**config.mk**
```make
export PLATFORM = sky130hd
export DESIGN_NAME = gregorian_date_add_days_top
export DESIGN_NICKNAME = d
export VERILOG_FILES = /design/src/rtl/gdad_pkg.sv /design/src/rtl/gregorian_date_add_days_top.sv
export SDC_FILE = /design/constraint.sdc
export NUM_CORES = 1
export LEC_CHECK = 0
export BUFFER_PORTS_ARGS = -buffer_cell sky130_fd_sc_hd__buf_4
export CAP_MARGIN = 20
export CORE_ASPECT_RATIO = 1.2
export CORE_UTILIZATION = 55
export CTS_CLUSTER_DIAMETER = 100
export DETAILED_ROUTE_END_ITERATION = 8
export PLACE_DENSITY_LB_ADDON = 0.2
export REMOVE_ABC_BUFFERS = 1
export SYNTH_ARGS = -nofsm -noshare
export SYNTH_HDL_FRONTEND = slang
export SYNTH_SLANG_ARGS = --single-unit
```
**constraint.sdc**
```tcl
create_clock -name i_clk -period 5.4 [get_ports i_clk]
set_clock_uncertainty 0.1 [all_clocks]
set_input_delay 1.08 -clock i_clk [delete_from_list [all_inputs] [get_ports i_clk]]
set_output_delay 1.08 -clock i_clk [all_outputs]
set_load 0.03 [all_outputs]
```
**src/rtl/gdad_pkg.sv**
```systemverilog
// gdad_pkg: constants, step tables and helpers for the gregorian date adder
// no dependencies; imported by the top level and its checker
`timescale 1ns / 1ps
`default_nettype none

package gdad_pkg;

    // largest year that can be given out
    localparam int LAST_YEAR = 9999;

    localparam int DAY_W    = 5;
    localparam int MONTH_W  = 4;
    localparam int YEAR_W   = 14;
    localparam int OFFSET_W = 23;
    localparam int NUM_W    = 24;   // day numbers and remainders
    localparam int SUM_W    = NUM_W + 2;

    localparam int IN_TDATA_W  = 48;
    localparam int OUT_TDATA_W = 24;

    localparam int N_STEPS = 16;
    localparam int STEP_W  = 4;
    localparam logic [STEP_W-1:0] STEP_LAST = STEP_W'(N_STEPS - 1);

    localparam logic [MONTH_W-1:0] JANUARY  = 4'd1;
    localparam logic [MONTH_W-1:0] FEBRUARY = 4'd2;
    localparam logic [MONTH_W-1:0] DECEMBER = 4'd12;

    // year weights of the 400, 100, 4 and 1 year blocks, high bit first
    localparam logic [NUM_W-1:0] YEAR_STEP [N_STEPS] = '{
        24'd25600, 24'd12800, 24'd6400, 24'd3200, 24'd1600, 24'd800, 24'd400,
        24'd200, 24'd100,
        24'd64, 24'd32, 24'd16, 24'd8, 24'd4,
        24'd2, 24'd1
    };

    // day counts of the same blocks
    localparam logic [NUM_W-1:0] DAY_STEP [N_STEPS] = '{
        24'd9350208, 24'd4675104, 24'd2337552, 24'd1168776, 24'd584388,
        24'd292194, 24'd146097,
        24'd73048, 24'd36524,
        24'd23376, 24'd11688, 24'd5844, 24'd2922, 24'd1461,
        24'd730, 24'd365
    };

    localparam logic [8:0] CUM_DAYS [12] = '{
        9'd0, 9'd31, 9'd59, 9'd90, 9'd120, 9'd151,
        9'd181, 9'd212, 9'd243, 9'd273, 9'd304, 9'd334
    };

    localparam logic [DAY_W-1:0] MONTH_LEN [12] = '{
        5'd31, 5'd28, 5'd31, 5'd30, 5'd31, 5'd30,
        5'd31, 5'd31, 5'd30, 5'd31, 5'd30, 5'd31
    };

    // leap test of year p+1 from the block digits of p
    function automatic logic leap_of(input logic [1:0] q100, input logic [4:0] q4,
                                     input logic [1:0] q1);
        return (q1 == 2'd3) && ((q4 != 5'd24) || (q100 == 2'd3));
    endfunction

endpackage

`default_nettype wire

```
**src/rtl/gregorian_date_add_days_top.sv**
```systemverilog
// gregorian_date_add_days_top: adds a signed day offset to a gregorian date
// depends on gdad_pkg
`timescale 1ns / 1ps
`default_nettype none

// Usage
//   slave stream (i_s_axis_*) takes one date plus a signed day offset per
//   transaction; master stream (o_m_axis_*) gives one result per input.
//   The date is turned into a day number, the offset is added and the sum
//   is split back into year, month and day. A single subtract-compare unit
//   walks 16 steps over the 400, 100, 4 and 1 year blocks, once forward and
//   once in reverse; the months are then walked in 1 to 12 steps.
//   A sum before year 1 skips the reverse walk and the months, and a year
//   past LAST_YEAR skips the months. One item is in work at a time: the
//   next input is accepted only after the sequencer has passed its result
//   to the output register.
//   o_s_axis_tready is high only while the sequencer is idle.
//   The result sits in an output register: the next item may be accepted
//   while it waits, and the sequencer holds its finished result when the
//   receiver stalls until the output register frees up.
//   Results before year 1 or past LAST_YEAR give zero date fields and set
//   tuser. Synchronous active-low reset returns the sequencer to idle and
//   drops o_m_axis_tvalid.

module gregorian_date_add_days_top
    import gdad_pkg::*;
(
    input  wire                    i_clk,
    input  wire                    i_rst_n,
    input  wire                    i_s_axis_tvalid,
    output logic                   o_s_axis_tready,
    // day_in[4:0], month_in[8:5], year_in[22:9], offset_days[45:23], zero pad
    input  wire [IN_TDATA_W-1:0]   i_s_axis_tdata,
    output logic                   o_m_axis_tvalid,
    input  wire                    i_m_axis_tready,
    // day_out[4:0], month_out[8:5], year_out[22:9], zero pad
    output logic [OUT_TDATA_W-1:0] o_m_axis_tdata,
    // out_of_range[0]
    output logic [0:0]             o_m_axis_tuser
);

    typedef enum logic [7:0] {
        S_IDLE  = 8'b0000_0001,
        S_FWD   = 8'b0000_0010,
        S_ADJ   = 8'b0000_0100,
        S_SUM   = 8'b0000_1000,
        S_REV   = 8'b0001_0000,
        S_YCHK  = 8'b0010_0000,
        S_MONTH = 8'b0100_0000,
        S_EMIT  = 8'b1000_0000
    } t_state;

    t_state r_state, n_state;

    logic [NUM_W-1:0]           r_rem, n_rem;
    logic [NUM_W-1:0]           r_acc, n_acc;
    logic [STEP_W-1:0]          r_step, n_step;
    logic [1:0]                 r_q100, n_q100;
    logic [4:0]                 r_q4, n_q4;
    logic [1:0]                 r_q1, n_q1;
    logic [DAY_W-1:0]           r_day, n_day;
    logic [MONTH_W-1:0]         r_mon, n_mon;
    logic signed [OFFSET_W-1:0] r_off, n_off;

    logic [DAY_W-1:0]           r_res_day, n_res_day;
    logic [MONTH_W-1:0]         r_res_mon, n_res_mon;
    logic [YEAR_W-1:0]          r_res_year, n_res_year;
    logic                       r_res_oor, n_res_oor;

    logic                       r_out_valid, n_out_valid;
    logic [OUT_TDATA_W-1:0]     r_out_data, n_out_data;
    logic                       r_out_oor, n_out_oor;

    // input fields
    logic [DAY_W-1:0]    in_day;
    logic [MONTH_W-1:0]  in_mon;
    logic [YEAR_W-1:0]   in_year;
    logic [MONTH_W-1:0]  mon_clamp;
    logic [YEAR_W-1:0]   year_clamp;

    // shared subtract-compare unit
    logic [NUM_W-1:0]    unit_div;
    logic [NUM_W-1:0]    unit_wt;
    logic                unit_take;
    logic [NUM_W-1:0]    unit_diff;

    logic                is_leap;
    logic [3:0]          mon_idx;
    logic [DAY_W:0]      mon_len;
    logic signed [SUM_W-1:0] day_sum;
    logic [NUM_W-1:0]    year_calc;
    logic                out_free;

    assign in_day  = i_s_axis_tdata[4:0];
    assign in_mon  = i_s_axis_tdata[8:5];
    assign in_year = i_s_axis_tdata[22:9];

    always_comb begin
        if (in_mon == '0) begin
            mon_clamp = JANUARY;
        end else if (in_mon > DECEMBER) begin
            mon_clamp = DECEMBER;
        end else begin
            mon_clamp = in_mon;
        end
        year_clamp = (in_year == '0) ? YEAR_W'(1) : in_year;
    end

    // forward: remainder in years, weight in days; reverse the other way
    always_comb begin
        if (r_state == S_FWD) begin
            unit_div = YEAR_STEP[r_step];
            unit_wt  = DAY_STEP[r_step];
        end else begin
            unit_div = DAY_STEP[r_step];
            unit_wt  = YEAR_STEP[r_step];
        end
        unit_take = (r_rem >= unit_div);
        unit_diff = r_rem - unit_div;
    end

    assign is_leap   = leap_of(r_q100, r_q4, r_q1);
    assign mon_idx   = r_mon - 4'd1;
    assign mon_len   = {1'b0, MONTH_LEN[mon_idx]}
                     + {{DAY_W{1'b0}}, ((r_mon == FEBRUARY) && is_leap)};
    assign day_sum   = $signed({2'b00, r_acc}) + {{(SUM_W-OFFSET_W){r_off[OFFSET_W-1]}}, r_off}
                     - SUM_W'(1);
    assign year_calc = r_acc + NUM_W'(1);
    assign out_free  = !r_out_valid || i_m_axis_tready;

    always_comb begin
        n_state    = r_state;
        n_rem      = r_rem;
        n_acc      = r_acc;
        n_step     = r_step;
        n_q100     = r_q100;
        n_q4       = r_q4;
        n_q1       = r_q1;
        n_day      = r_day;
        n_mon      = r_mon;
        n_off      = r_off;
        n_res_day  = r_res_day;
        n_res_mon  = r_res_mon;
        n_res_year = r_res_year;
        n_res_oor  = r_res_oor;
        n_out_valid = r_out_valid;
        n_out_data  = r_out_data;
        n_out_oor   = r_out_oor;

        if (r_out_valid && i_m_axis_tready) begin
            n_out_valid = 1'b0;
        end

        unique case (r_state)
            S_IDLE: begin
                if (i_s_axis_tvalid) begin
                    n_rem   = NUM_W'(year_clamp - YEAR_W'(1));
                    n_acc   = '0;
                    n_step  = '0;
                    n_q100  = '0;
                    n_q4    = '0;
                    n_q1    = '0;
                    n_day   = in_day;
                    n_mon   = mon_clamp;
                    n_off   = i_s_axis_tdata[45:23];
                    n_state = S_FWD;
                end
            end
            S_FWD, S_REV: begin
                if (unit_take) begin
                    n_rem = unit_diff;
                    n_acc = r_acc + unit_wt;
                end
                case (r_step) inside
                    [4'd7:4'd8]:   n_q100 = {r_q100[0], unit_take};
                    [4'd9:4'd13]:  n_q4   = {r_q4[3:0], unit_take};
                    [4'd14:4'd15]: n_q1   = {r_q1[0], unit_take};
                    default:       n_q100 = r_q100;
                endcase
                n_step = r_step + STEP_W'(1);
                if (r_step == STEP_LAST) begin
                    n_state = (r_state == S_FWD) ? S_ADJ : S_YCHK;
                end
            end
            S_ADJ: begin
                n_acc = r_acc + NUM_W'(CUM_DAYS[mon_idx])
                      + NUM_W'((r_mon > FEBRUARY) && is_leap) + NUM_W'(r_day);
                n_state = S_SUM;
            end
            S_SUM: begin
                // zero-based day number; negative means before year 1
                if (day_sum[SUM_W-1]) begin
                    n_res_day  = '0;
                    n_res_mon  = '0;
                    n_res_year = '0;
                    n_res_oor  = 1'b1;
                    n_state    = S_EMIT;
                end else begin
                    n_rem   = day_sum[NUM_W-1:0];
                    n_acc   = '0;
                    n_step  = '0;
                    n_q100  = '0;
                    n_q4    = '0;
                    n_q1    = '0;
                    n_state = S_REV;
                end
            end
            S_YCHK: begin
                if (year_calc > NUM_W'(LAST_YEAR)) begin
                    n_res_day  = '0;
                    n_res_mon  = '0;
                    n_res_year = '0;
                    n_res_oor  = 1'b1;
                    n_state    = S_EMIT;
                end else begin
                    n_res_year = year_calc[YEAR_W-1:0];
                    n_mon      = JANUARY;
                    n_state    = S_MONTH;
                end
            end
            S_MONTH: begin
                if ((r_rem < NUM_W'(mon_len)) || (r_mon == DECEMBER)) begin
                    n_res_day = r_rem[DAY_W-1:0] + DAY_W'(1);
                    n_res_mon = r_mon;
                    n_res_oor = 1'b0;
                    n_state   = S_EMIT;
                end else begin
                    n_rem = r_rem - NUM_W'(mon_len);
                    n_mon = r_mon + MONTH_W'(1);
                end
            end
            S_EMIT: begin
                if (out_free) begin
                    n_out_valid = 1'b1;
                    n_out_data  = {1'b0, r_res_year, r_res_mon, r_res_day};
                    n_out_oor   = r_res_oor;
                    n_state     = S_IDLE;
                end
            end
            default: begin
                n_state = S_IDLE;
            end
        endcase
    end

    always_ff @(posedge i_clk) begin
        if (!i_rst_n) begin
            r_state     <= S_IDLE;
            r_out_valid <= 1'b0;
        end else begin
            r_state     <= n_state;
            r_out_valid <= n_out_valid;
        end
    end

    always_ff @(posedge i_clk) begin
        r_rem      <= n_rem;
        r_acc      <= n_acc;
        r_step     <= n_step;
        r_q100     <= n_q100;
        r_q4       <= n_q4;
        r_q1       <= n_q1;
        r_day      <= n_day;
        r_mon      <= n_mon;
        r_off      <= n_off;
        r_res_day  <= n_res_day;
        r_res_mon  <= n_res_mon;
        r_res_year <= n_res_year;
        r_res_oor  <= n_res_oor;
        r_out_data <= n_out_data;
        r_out_oor  <= n_out_oor;
    end

    assign o_s_axis_tready = (r_state == S_IDLE);
    assign o_m_axis_tvalid = r_out_valid;
    assign o_m_axis_tdata  = r_out_data;
    assign o_m_axis_tuser  = r_out_oor;

endmodule

`default_nettype wire

```
==> results of run 1 <==
layer usage:
metal | up-vias | GRT usage | wire length (um)
met1 | 5510 | 0.380 | 15400
met3 | 123 | 0.0504 | 2250
met2 | 448 | 0.501 | 17900
li1 | 5725 | - | -
met4 | 0 | 0.212 | 2420
met5 | - | 0 | 0
synthesized netlist by cell type, types with 12 or more instances:
| cell | number | area (um^2) |
|---|---|---|
| sky130_fd_sc_hd__o211ai_1 | 15 | 113 |
| sky130_fd_sc_hd__o21ai_0 | 69 | 345 |
| sky130_fd_sc_hd__xnor2_1 | 90 | 788 |
| sky130_fd_sc_hd__nor2b_1 | 20 | 125 |
| sky130_fd_sc_hd__o21a_1 | 12 | 90.1 |
| sky130_fd_sc_hd__nand2b_1 | 22 | 138 |
| sky130_fd_sc_hd__a31oi_1 | 23 | 144 |
| sky130_fd_sc_hd__clkbuf_1 | 52 | 195 |
| sky130_fd_sc_hd__ha_1 | 138 | 1730 |
| sky130_fd_sc_hd__inv_1 | 135 | 507 |
| sky130_fd_sc_hd__nand4_1 | 13 | 81.3 |
| sky130_fd_sc_hd__a21o_1 | 30 | 225 |
| sky130_fd_sc_hd__nand3_1 | 42 | 210 |
| sky130_fd_sc_hd__xor2_1 | 38 | 333 |
| sky130_fd_sc_hd__nor3_1 | 39 | 195 |
| sky130_fd_sc_hd__o21ai_1 | 16 | 80.1 |
| sky130_fd_sc_hd__and2_1 | 13 | 81.3 |
| sky130_fd_sc_hd__o22ai_1 | 33 | 206 |
| sky130_fd_sc_hd__nand2_1 | 121 | 454 |
| sky130_fd_sc_hd__o21bai_1 | 14 | 105 |
| sky130_fd_sc_hd__a21oi_1 | 107 | 536 |
| sky130_fd_sc_hd__nor4_1 | 16 | 100 |
| sky130_fd_sc_hd__edfxtp_1 | 141 | 4230 |
| sky130_fd_sc_hd__nor2_1 | 123 | 462 |
| sky130_fd_sc_hd__and3_1 | 17 | 106 |
cell type report:
class / count / area (um^2)
flip-flops and latches: 150 / 4410
clock buffers: 19 / 433
well taps: 320 / 400
repair buffers: 122 / 941
clock inverters: 13 / 155
inverters: 138 / 518
fillers: 2118 / 8790
multi-input cells: 1175 / 8240
worst max-delay path by stage:
stage	startpoint	endpoint	slack (ns)	cells past startpoint
2_1_floorplan	r_state[2]	r_acc[0]	-0.84	17
3_3_place_gp	r_state[2]	r_acc[21]	0.43	18
3_5_place_dp	r_state[2]	r_acc[21]	0.34	18
4_1_cts	r_state[2]	r_acc[12]	0.32	18
5_1_grt	r_mon[1]	r_acc[20]	0.06	18
6_report	r_mon[0]	r_acc[20]	0.35	18
cell families (layout without fill, tap and decap cells):
family	count (synthesis)	after routing
adders and majority gates	149	149
muxes	12	12
buffers and inverters	198	292
AOI/OAI and AO/OA	408	408
DFF	150	150
xor gates and xnor gates	128	128
other	1	1
and+or+nand+nor	477	477
through the flow:
step	setup slack [ns]	hold WS, ns
floorplan	-0.837	0.300
global placement	0.430	0.302
detailed placement	0.343	0.305
CTS	0.325	0.318
global route	0.0571	0.322
finish	0.355	0.313
worst max-delay path: stages (launching register included):
cell and delay, ns:
sky130_fd_sc_hd__edfxtp_1 0.50, sky130_fd_sc_hd__inv_1 0.16, sky130_fd_sc_hd__ha_1 0.30, sky130_fd_sc_hd__nor2_1 0.07, sky130_fd_sc_hd__o31ai_1 0.43, sky130_fd_sc_hd__fa_1 0.51, sky130_fd_sc_hd__inv_1 0.08, sky130_fd_sc_hd__ha_1 0.17
sky130_fd_sc_hd__inv_1 0.06, sky130_fd_sc_hd__fa_1 0.40, sky130_fd_sc_hd__nor2b_1 0.13, sky130_fd_sc_hd__o21ai_1 0.09, sky130_fd_sc_hd__a21boi_1 0.30, sky130_fd_sc_hd__o311a_1 0.32, sky130_fd_sc_hd__a41o_1 0.27, sky130_fd_sc_hd__nor3b_1 0.26
sky130_fd_sc_hd__xnor2_1 0.17, sky130_fd_sc_hd__o22ai_1 0.10, sky130_fd_sc_hd__or3_1 0.38
where the power goes:
part,switching [W],internal [W],total (W)
combinational,0.00362,0.00244,0.00606
clock,0.000498,0.000724,0.00122
sequential,0.000356,0.00161,0.00197
registers in the layout, indices dropped and copies added (netlist names):
signal	cells
o_m_axis_tdata	23
o_m_axis_tuser	1
o_m_axis_tvalid	1
r_acc	24
r_day	5
r_mon	4
r_off	23
r_q1	2
r_q100	2
r_q4	5
r_rem	24
r_res_day	5
r_res_mon	4
r_res_oor	1
r_res_year	14
r_state	8
r_step	4
repair_timing:
action | in CTS | in global routing
buffers inserted | 0 | 0
endpoints found under the setup margin | 0 | 25
hold buffers | 0 | 0
gates resized for setup | 0 | 4
==> summary.md, run 1 <==
| Metric | Value |
|---|---|
| Outcome | completed |
| Vias in the first global route | 11200 |
| Fraction of the core area covered by cells at the end of the flow | 0.632 |
| Initial Utilization | 0.560 |
| Count of antenna-violating nets left after detailed routing | 0 |
| Predominant post-synthesis flop cell | sky130_fd_sc_hd__edfxtp_1 |
| Via density | 6.09 |
| Overall power after layout | 0.00925 W |
| Worst relative slew slack | 0.380 |
| Synth Cell Area | 0.0134 mm^2 |
| Leftover overflow at the end of global routing | 0 |
| H-tree depth | 4 |
| Static Leakage | 6.30 nW |
| Std cell rows | 62 |
| Width of the die | 144 um |
| Global placement routability congestion | 0.944 |
| Number of enable-type register cells in the synthesized netlist | 141 |
| Max-cap check violation count | 0 |
| Largest family of logic cells by synthesized area | compound AO/OA/AOI/OAI gates |
| Setup violations, final | 0 |
| Maximum VDD drop | 310 uV |
| Area of the core | 0.0239 mm^2 |
| Clock slew at the register clock pins of the worst setup and hold paths | 0.07 ns |
| Average size of a mapped cell | 8.78 um^2 |
| Critical-path maximum fanout | 6 |
| First-pass DRT Iterations | 6 |
| Register-to-Register Setup Slack | 0.35 ns |
| Commonest non-fill, non-tap cells in the layout | 141 x sky130_fd_sc_hd__edfxtp_1, 138 x sky130_fd_sc_hd__ha_1, 135 x sky130_fd_sc_hd__inv_1 |
| Post-Route Setup TNS | 0 ns |
| P&R area growth vs syn | 13.0% |
| Clock tree sinks | 150 |
| Placed Instances | 1905 |
| Number of cells traversed by the worst hold path | 0 |
| Setup repair after global routing missed its margin | no |
| Critical Path Source Type | register |
| Logic depth of the worst register-to-register path | 18 |
| Critical path class | reg -> reg |
| Total power per unit cell area | 612 mW/mm^2 |
| Post-synthesis sequential area ratio | 0.330 |
| Height of the die | 173 um |
| Overall via count from detail_route | 11800 |
| Crit path arrival time | 5.13 ns |
| Design area | 0.0151 mm^2 |
| Worst Hold Launch | r_res_year[1] |
| Root cell of the clock tree | sky130_fd_sc_hd__clkbuf_16 |
| Share of cell area taken by muxes after synthesis | 0.00908 |
| Class of the tightest hold or removal check | reg -> reg |
| Simple-gate portion of the synthesized area | 0.178 |
| #FFs+latches synth | 150 |
| Share of the clock period used by the worst path after layout | 0.934 |
| Worst-skew pair later-pin latency | 0.44 ns |
| Final Critical Period | 5.05 ns |
| Arithmetic-cell share of the synthesized area counting full adders, half adders and majority gates | 0.146 |
| Global-route wire length before repair | 58700 um |
| Timing-limited maximum frequency | 198 MHz |
| Total length of routed wires | 38000 um |
| Launch instance of the worst register-to-register path | r_mon[0] |
| Overall routing resource usage | 0.312 |
| Most common cell after layout, fill and taps aside | sky130_fd_sc_hd__edfxtp_1 |
| Antenna violations before repair | 0 |
| Required time of the worst setup path | 5.48 ns |
| Buffer depth of the longest clock path | 2 |
| Detailed Route Iter0 Violations | 918 |
| Drc violations | 0 |
| Final HPWL DP | 28900 um |
| Cell area reported after detailed placement | 0.0145 mm^2 |
| Warnings, synthesis | 0 |
| Non-filler cells, final | 1937 |
| Routed length per instance | 19.6 um |
| Maximum number of pins on one net before global-route repair | 42 |
| Port Buffer Count | 75 |
| Layout net count | 1805 |
| Number of different library cells in the post-synthesis netlist | 84 |
| CTS tree | done |
| Die area | 0.0249 mm^2 |
| Share of synthesized registers carrying an async set or reset | 0 |
| Number of primary I/O pins | 79 |
| Slew at the pin with the worst max-slew slack | 0.922 ns |
| Hold path endpoint | o_m_axis_tdata[10] |
| Inserted Diodes | 0 |
| Post-synthesis compound-gate area fraction | 0.197 |
| Crit Reg-Reg Endpoint | r_acc[20] |
| Post-Synthesis Cells | 1523 |
| Fraction of final layout cells sized beyond drive strength 1 | 0.112 |
| Capturing element type of the critical path | register |
| Fraction of synthesized cell area in xor and xnor cells | 0.0838 |
| Final Hold Violating Endpoints | 0 |
| Number of buffers created by CTS | 17 |
| Final Slew Violations | 0 |
Power figures use the tool's default switching activity.
==> run 2: changes to the inputs <==
Settings changed: PLACE_DENSITY set to 0.76, PLACE_DENSITY_LB_ADDON 0.2 to not set.
==> run 2 against run 1 <==
Compared with the run above:
- worst hold slack hardly changed
- clock-buffer cell count is 2 higher
- clock power hardly changed
- critical path depth stayed put
- die area stayed put
- first-iteration DRC count is 29% higher
- highest routed layer unchanged
- non-clock buffer count stayed put
- cell area is 0.13% higher
- final cell count stayed put
- sequential share of layout area hardly changed
- largest power group unchanged
- via count is 0.43% higher
- fmax is 0.94% lower
==> summary.md, run 2 (synthesized netlist as in run 1, its figures left out) <==
| Metric | Value |
|---|---|
| Total power per unit cell area | 613 mW/mm^2 (+0.20%) |
| Critical-path maximum fanout | 24 (+18) |
| Crit Reg-Reg Endpoint | r_acc[16] |
| Via density | 6.12 (+0.43%) |
| Launching instance or port of the critical path | r_state[7] |
| Hold slack | 0.313 ns (+0.000185 ns) |
| Commonest non-fill, non-tap cells in the layout | 141 x sky130_fd_sc_hd__edfxtp_1, 138 x sky130_fd_sc_hd__ha_1, 135 x sky130_fd_sc_hd__inv_1 |
| Sw frac | 0.481 (-0.00283) |
| Capturing element type of the critical path | register |
| CTS tree | done |
| Post-cts repair resize count | 0 (unchanged) |
| Critical Path Slowest Stage Cell | sky130_fd_sc_hd__or3b_2 |
| Final Slew Violations | 0 (unchanged) |
| Registers with the most flip-flops | r_acc x24, r_rem x24 |
| Setup repair after global routing missed its margin | no |
| Setup Fix Bufs, Post-CTS | 0 (unchanged) |
| Setup violations, final | 0 (unchanged) |
| Count of antenna-violating nets left after detailed routing | 0 (unchanged) |
| Most common cell after layout, fill and taps aside | sky130_fd_sc_hd__edfxtp_1 |
| Launch instance of the worst register-to-register path | r_state[7] |
| Root cell of the clock tree | sky130_fd_sc_hd__clkbuf_16 |
| Crit path largest cell delay | 0.66 ns (+0.15 ns) |
| Required time of the worst setup path | 5.44 ns (-0.04 ns) |
| Antenna violations before repair | 0 (unchanged) |
| Maximum number of pins on one net before global-route repair | 31 (-26%) |
| Port Buffer Count | 75 (unchanged) |
| Drc violations | 0 (unchanged) |
| Width of the die | 144 um (unchanged) |
| Global-route wire length before repair | 58500 um (-0.39%) |
| Met2 Track Usage GR | 0.511 (+0.00962) |
| Worst relative slew slack | 0.385 (+0.00576) |
| Part of the total power dissipated in combinational logic | 0.655 (about the same) |
| Overall power after layout | 0.00928 W (+0.33%) |
| Max-cap check violation count | 0 (unchanged) |
| Global placement routability congestion | 0.954 (+1.1%) |
| Number of primary I/O pins | 79 (unchanged) |
| Final Critical Period | 5.09 ns (+0.0477 ns) |
| Overall routing resource usage | 0.308 (-0.00428) |
| Largest delay contributor family on the critical path | compound AO/OA/AOI/OAI gates |
| Vias in the first global route | 11200 (-0.60%) |
| Logic depth of the worst register-to-register path | 18 (unchanged) |
| Die area | 0.0249 mm^2 (unchanged) |
| Switch Pwr | 0.00446 W (-0.26%) |
| Crit path arrival time | 5.13 ns (about the same) |
| Layout net count | 1805 (unchanged) |
| Detailed Route Iter0 Violations | 1181 (+29%) |
| Clock tree sinks | 150 (unchanged) |
| Area of the multi-input gates | 0.00824 mm^2 (about the same) |
| Number of buffers and inverters on the critical path | 3 (unchanged) |
| Critical path class | reg -> reg |
| Leftover overflow at the end of global routing | 0 (unchanged) |
| Maximum VDD drop | 303 uV (-2.3%) |
| Internal power | 0.00482 W (+0.88%) |
| Height of the die | 173 um (unchanged) |
| Register-to-Register Setup Slack | 0.31 ns (-0.05 ns) |
| P&R area growth vs syn | 13.1% |
| First-pass DRT Iterations | 6 (unchanged) |
| Critical Path Source Type | register |
| Sequential share of power | 0.210 (-0.003) |
| GR Layer Usage met1 | 0.381 (+0.00134) |
| GR Util met3 | 0.0426 (-0.00775) |
| Share of the clock period used by the worst path after layout | 0.943 (+0.00884) |
| Cells traversed along the worst timing path | nor2_1, nand3_1, or3b_2, buf_4, a211oi_1, a21oi_1, ha_1, and3_1, nand2_1, a21oi_1, o22ai_1, o311ai_1, buf_4, o221ai_1, nand2_1, o211ai_1, a41oi_2, buf_12 |
| Final HPWL DP | 28600 um (-1.1%) |
| Outcome | completed |
| Area of the core | 0.0239 mm^2 (unchanged) |
| Buffer depth of the longest clock path | 2 (unchanged) |
| Clock slew at the register clock pins of the worst setup and hold paths | 0.07 ns (about the same) |
| H-tree depth | 4 (unchanged) |
| Timing-limited maximum frequency | 196 MHz (-0.94%) |
| Number of buffers created by CTS | 17 (unchanged) |
| Std cell rows | 62 (unchanged) |
| Cts-stage hold buffer count | 0 (unchanged) |
| Fraction of final layout cells sized beyond drive strength 1 | 0.113 (+0.000618) |
| Part of the total power dissipated in the clock network | 0.135 (+0.003) |
| Overall via count from detail_route | 11900 (+0.43%) |
| Class of the tightest hold or removal check | reg -> reg |
| Slew at the pin with the worst max-slew slack | 0.913 ns (-0.00856 ns) |
| Final Hold Violating Endpoints | 0 (unchanged) |
| Static Leakage | 6.30 nW (about the same) |
| Worst setup path end | r_acc[16] |
| Inserted Diodes | 0 (unchanged) |
| Routed length per instance | 19.4 um (-1.0%) |
| Worst-skew pair later-pin latency | 0.45 ns (about the same) |
| Count of fill cells added during filler insertion | 2052 (-3.1%) |
| Busiest grt layer | met2 |
| Initial Utilization | 0.560 (unchanged) |
| FF+latch area | 0.00441 mm^2 (unchanged) |
| Stages on the worst setup path | 18 (unchanged) |
| Total length of routed wires | 37600 um (-1.0%) |
run 2: cell type report:
cell class / count / area share
sequential: 150 / 0.292
timing repair buffer: 122 / 0.0625
tap: 320 / 0.0265
clock buffer: 21 / 0.0304
multi-input combinational: 1175 / 0.545
clock inverter: 11 / 0.00985
inverter: 138 / 0.0343
run 2: worst min-delay path by stage:
stage,startpoint,end,depth (start not counted)
floorplan,r_res_day[0],o_m_axis_tdata[0],0
global placement,r_res_year[11],o_m_axis_tdata[20],0
detailed placement,r_res_year[4],o_m_axis_tdata[13],0
CTS,r_res_year[1],o_m_axis_tdata[10],0
global route,r_res_year[11],o_m_axis_tdata[20],0
finish,r_res_year[1],o_m_axis_tdata[10],0
run 2: metal layers:
layer  vias to the layer above  part of all wire
met4                         0             0.051
met1                      5585              0.41
met5                         -                 0
li1                       5712                 -
met2                       465              0.48
met3                        95             0.060
run 2: stage by stage:
stage                     worst slack [ns]  TNS, ns  utilization  cells  area, um^2
after detailed placement             0.377        0        0.606   1904       14500
after global placement               0.498        0        0.606   1904       14500
final                                0.307        0        0.633   1937       15100
after CTS                            0.322        0        0.632   1936       15100
after floorplan                     -0.837   -33.50            -   1463       13100
after global routing                0.0358        0        0.633   1937       15100
run 2: worst reg2reg max path, cell delays in order, from the launching register on:
cell                       delay (ns)
sky130_fd_sc_hd__dfxtp_1         0.34
sky130_fd_sc_hd__nor2_1          0.26
sky130_fd_sc_hd__nand3_1         0.23
sky130_fd_sc_hd__or3b_2          0.66
sky130_fd_sc_hd__buf_4           0.27
sky130_fd_sc_hd__a211oi_1        0.19
sky130_fd_sc_hd__a21oi_1         0.14
sky130_fd_sc_hd__ha_1            0.41
sky130_fd_sc_hd__and3_1          0.23
sky130_fd_sc_hd__nand2_1         0.09
sky130_fd_sc_hd__a21oi_1         0.20
sky130_fd_sc_hd__o22ai_1         0.17
sky130_fd_sc_hd__o311ai_1        0.31
sky130_fd_sc_hd__buf_4           0.19
sky130_fd_sc_hd__o221ai_1        0.21
sky130_fd_sc_hd__nand2_1         0.14
sky130_fd_sc_hd__o211ai_1        0.15
sky130_fd_sc_hd__a41oi_2         0.26
sky130_fd_sc_hd__buf_12          0.23
run 2: power by group through the flow:
stage | combinational [W] | sequential (W) | clock (W)
floorplan | 0.00430 | 0.00194 | 0
global placement | 0.00580 | 0.00195 | 0
detailed placement | 0.00590 | 0.00195 | 0
CTS | 0.00597 | 0.00193 | 0.00127
global route | 0.00667 | 0.00198 | 0.00130
finish | 0.00607 | 0.00195 | 0.00125
==> run 3: changes to the inputs <==
Settings changed: REMOVE_ABC_BUFFERS 1 to not set.
==> run 3 against run 2 <==
Compared with the run above:
- worst hold slack improved by 0.0040 ns
- core utilization decreased by 0.31 points
- clock power down 7%
- non-clock buffer count shrank 1
- via count increased by 0.25%
- flip-flop and latch count unchanged
- critical path depth decreased by 1
- clock-buffer cell count is 3 lower
- critical endpoint is now r_acc[20]
==> summary.md, run 3 (synthesized netlist as in run 1, its figures left out) <==
| Metric | Value |
|---|---|
| Std cell rows | 62 (unchanged) |
| Busiest grt layer | met2 |
| Area of the core | 0.0239 mm^2 (unchanged) |
| Final Critical Period | 5.13 ns (+0.0327 ns) |
| Count of fill cells added during filler insertion | 2077 (+1.2%) |
| Maximum number of pins on one net before global-route repair | 34 (+9.7%) |
| Leftover overflow at the end of global routing | 0 (unchanged) |
| Static Leakage | 6.28 nW (-0.32%) |
| Commonest non-fill, non-tap cells in the layout | 141 x sky130_fd_sc_hd__edfxtp_1, 138 x sky130_fd_sc_hd__ha_1, 135 x sky130_fd_sc_hd__inv_1 |
| GR Util met3 | 0.0415 (-0.00111) |
| Worst-skew pair later-pin latency | 0.45 ns (about the same) |
| Drc violations | 0 (unchanged) |
| Die area | 0.0249 mm^2 (unchanged) |
| Setup violations, final | 0 (unchanged) |
| Registers with the most flip-flops | r_acc x24, r_rem x24 |
| Outcome | completed |
| Slew at the pin with the worst max-slew slack | 1.03 ns (+0.114 ns) |
| Capturing element type of the critical path | register |
| Buffer depth of the longest clock path | 2 (unchanged) |
| Maximum VDD drop | 338 uV (+12%) |
| Detailed Route Iter0 Violations | 1010 (-14%) |
| Final Slew Violations | 0 (unchanged) |
| Met2 Track Usage GR | 0.508 (-0.00240) |
| Count of antenna-violating nets left after detailed routing | 0 (unchanged) |
| Width of the die | 144 um (unchanged) |
| Cell area reported after detailed placement | 0.0145 mm^2 (about the same) |
| Critical-path maximum fanout | 9 (-63%) |
| Max-cap check violation count | 0 (unchanged) |
| Antenna violations before repair | 0 (unchanged) |
| Class of the tightest hold or removal check | reg -> reg |
| Inserted Diodes | 0 (unchanged) |
| Clock slew at the register clock pins of the worst setup and hold paths | 0.07 ns (about the same) |
| Logic depth of the worst register-to-register path | 17 (-1) |
| Worst relative slew slack | 0.309 (-0.0765) |
| Final HPWL DP | 28600 um (-0.18%) |
| Number of primary I/O pins | 79 (unchanged) |
| Syn_nets | 1724 |
| Initial Utilization | 0.560 (unchanged) |
| Most common cell after layout, fill and taps aside | sky130_fd_sc_hd__edfxtp_1 |
| Global-route wire length before repair | 58100 um (-0.65%) |
| H-tree depth | 4 (unchanged) |
| Crit path arrival time | 5.22 ns (+0.09 ns) |
| Height of the die | 173 um (unchanged) |
| Number of cells traversed by the worst hold path | 0 (unchanged) |
| Number of buffers created by CTS | 17 (unchanged) |
| First-pass DRT Iterations | 6 (unchanged) |
| Crit Reg-Reg Endpoint | r_acc[20] |
| Layout net count | 1804 (-0.055%) |
| Share of the clock period used by the worst path after layout | 0.949 (+0.00606) |
| Total length of routed wires | 37400 um (-0.60%) |
| Design area | 0.0150 mm^2 (-0.49%) |
| Vias in the first global route | 11100 (-0.85%) |
| Final Hold Violating Endpoints | 0 (unchanged) |
| Fraction of final layout cells sized beyond drive strength 1 | 0.112 (-0.000549) |
| Root cell of the clock tree | sky130_fd_sc_hd__clkbuf_16 |
| Required time of the worst setup path | 5.50 ns (+0.06 ns) |
| Via density | 6.14 (+0.30%) |
| Cts-stage hold buffer count | 0 (unchanged) |
| Worst Hold Launch | r_res_mon[1] |
| Global placement routability congestion | 0.949 (-0.55%) |
| Setup repair after global routing missed its margin | no |
| Timing-limited maximum frequency | 195 MHz (-0.64%) |
| Total power per unit cell area | 607 mW/mm^2 (-1.0%) |
| Launch instance of the worst register-to-register path | r_mon[1] |
| Post-Route Setup TNS | 0 ns (unchanged) |
| Critical path class | reg -> reg |
| Setup Fix Bufs, Post-CTS | 0 (unchanged) |
| Critical Path Source Type | register |
| Routed length per instance | 19.3 um (-0.55%) |
| Overall routing resource usage | 0.306 (-0.00186) |
| Overall via count from detail_route | 11900 (+0.25%) |
| Port Buffer Count | 75 (unchanged) |
| Hold path endpoint | o_m_axis_tdata[6] |
| P&R area growth vs syn | 12.6% |
| Register-to-Register Setup Slack | 0.27 ns (-0.03 ns) |
| CTS tree | done |
| GR Layer Usage met1 | 0.379 (-0.00281) |
| Clock tree sinks | 150 (unchanged) |
[run 3: cell count changes in the layout (fill, tap and decap cells not counted), moves of 2 or more]
cell                         delta
sky130_fd_sc_hd__clkinv_4       +2
sky130_fd_sc_hd__clkinvlp_4     -3
sky130_fd_sc_hd__inv_4          +4
sky130_fd_sc_hd__inv_8          +2
sky130_fd_sc_hd__inv_6          +2
sky130_fd_sc_hd__bufinv_16      -3
sky130_fd_sc_hd__clkbuf_1       -2
[run 3: how the worst max path moves through the flow]
stage / startpoint / endpoint / slack, ns / cells past startpoint
after floorplan: r_state[2] / r_rem[0] / 0.18 / 19
after global placement: r_mon[1] / r_acc[20] / 0.38 / 17
after detailed placement: r_mon[1] / r_acc[20] / 0.37 / 17
after CTS: r_mon[1] / r_acc[20] / 0.35 / 17
after global routing: r_mon[1] / r_acc[20] / 0.003 / 17
final: r_mon[1] / r_acc[20] / 0.27 / 17
[run 3: report_power, final]
part	internal (W)	switching [W]
Combinational	0.00244	0.00358
Clock	0.000613	0.000545
Sequential	0.00161	0.000350
Total	0.00466	0.00448
[run 3: layer usage]
metal | vias to the layer above | wire length, um | share of wire
met5 | - | 0 | 0
met1 | 5578 | 15000 | 0.40
met2 | 479 | 18100 | 0.48
met3 | 106 | 2450 | 0.065
met4 | 0 | 1950 | 0.052
li1 | 5724 | - | -
[run 3: worst max-delay path, cell delays in order (launching register included)]
cell and delay, ns:
sky130_fd_sc_hd__edfxtp_1 0.39, sky130_fd_sc_hd__inv_1 0.21, sky130_fd_sc_hd__ha_1 0.18, sky130_fd_sc_hd__a21boi_1 0.10, sky130_fd_sc_hd__xnor2_1 0.56, sky130_fd_sc_hd__a21oi_1 0.19, sky130_fd_sc_hd__fa_1 0.55, sky130_fd_sc_hd__inv_1 0.07
sky130_fd_sc_hd__fa_1 0.46, sky130_fd_sc_hd__nor2b_1 0.13, sky130_fd_sc_hd__o21ai_1 0.09, sky130_fd_sc_hd__a21boi_1 0.25, sky130_fd_sc_hd__o311a_1 0.28, sky130_fd_sc_hd__a41o_1 0.38, sky130_fd_sc_hd__nor3b_1 0.31, sky130_fd_sc_hd__xnor2_1 0.15
sky130_fd_sc_hd__o22ai_1 0.09, sky130_fd_sc_hd__or3_1 0.38
[run 3: layout make-up]
cell class | instances | area (um^2) | share of cell area
sequential | 150 | 4410 | 0.293
multi-input combinational | 1175 | 8230 | 0.547
clock buffer | 18 | 439 | 0.0292
clock inverter | 14 | 114 | 0.00757
tap | 320 | 400 | 0.0266
timing repair buffer | 121 | 933 | 0.0620
inverter | 138 | 518 | 0.0344
[run 3: repair_timing]
item,CTS,global route
gates resized for setup,0,1
endpoints found under the hold margin,0,0
setup endpoints to repair,0,1
[run 3: through the flow]
step | utilization | std cells | setup slack [ns] | total power (W) | hold slack [ns]
2_1_floorplan | - | 1523 | 0.178 | 0.00628 | 0.300
3_3_place_gp | 0.607 | 1904 | 0.381 | 0.00777 | 0.301
3_5_place_dp | 0.607 | 1904 | 0.374 | 0.00786 | 0.305
4_1_cts | 0.630 | 1936 | 0.351 | 0.00905 | 0.319
5_1_grt | 0.630 | 1936 | 0.00339 | 0.00984 | 0.319
6_report | 0.630 | 1936 | 0.274 | 0.00914 | 0.317
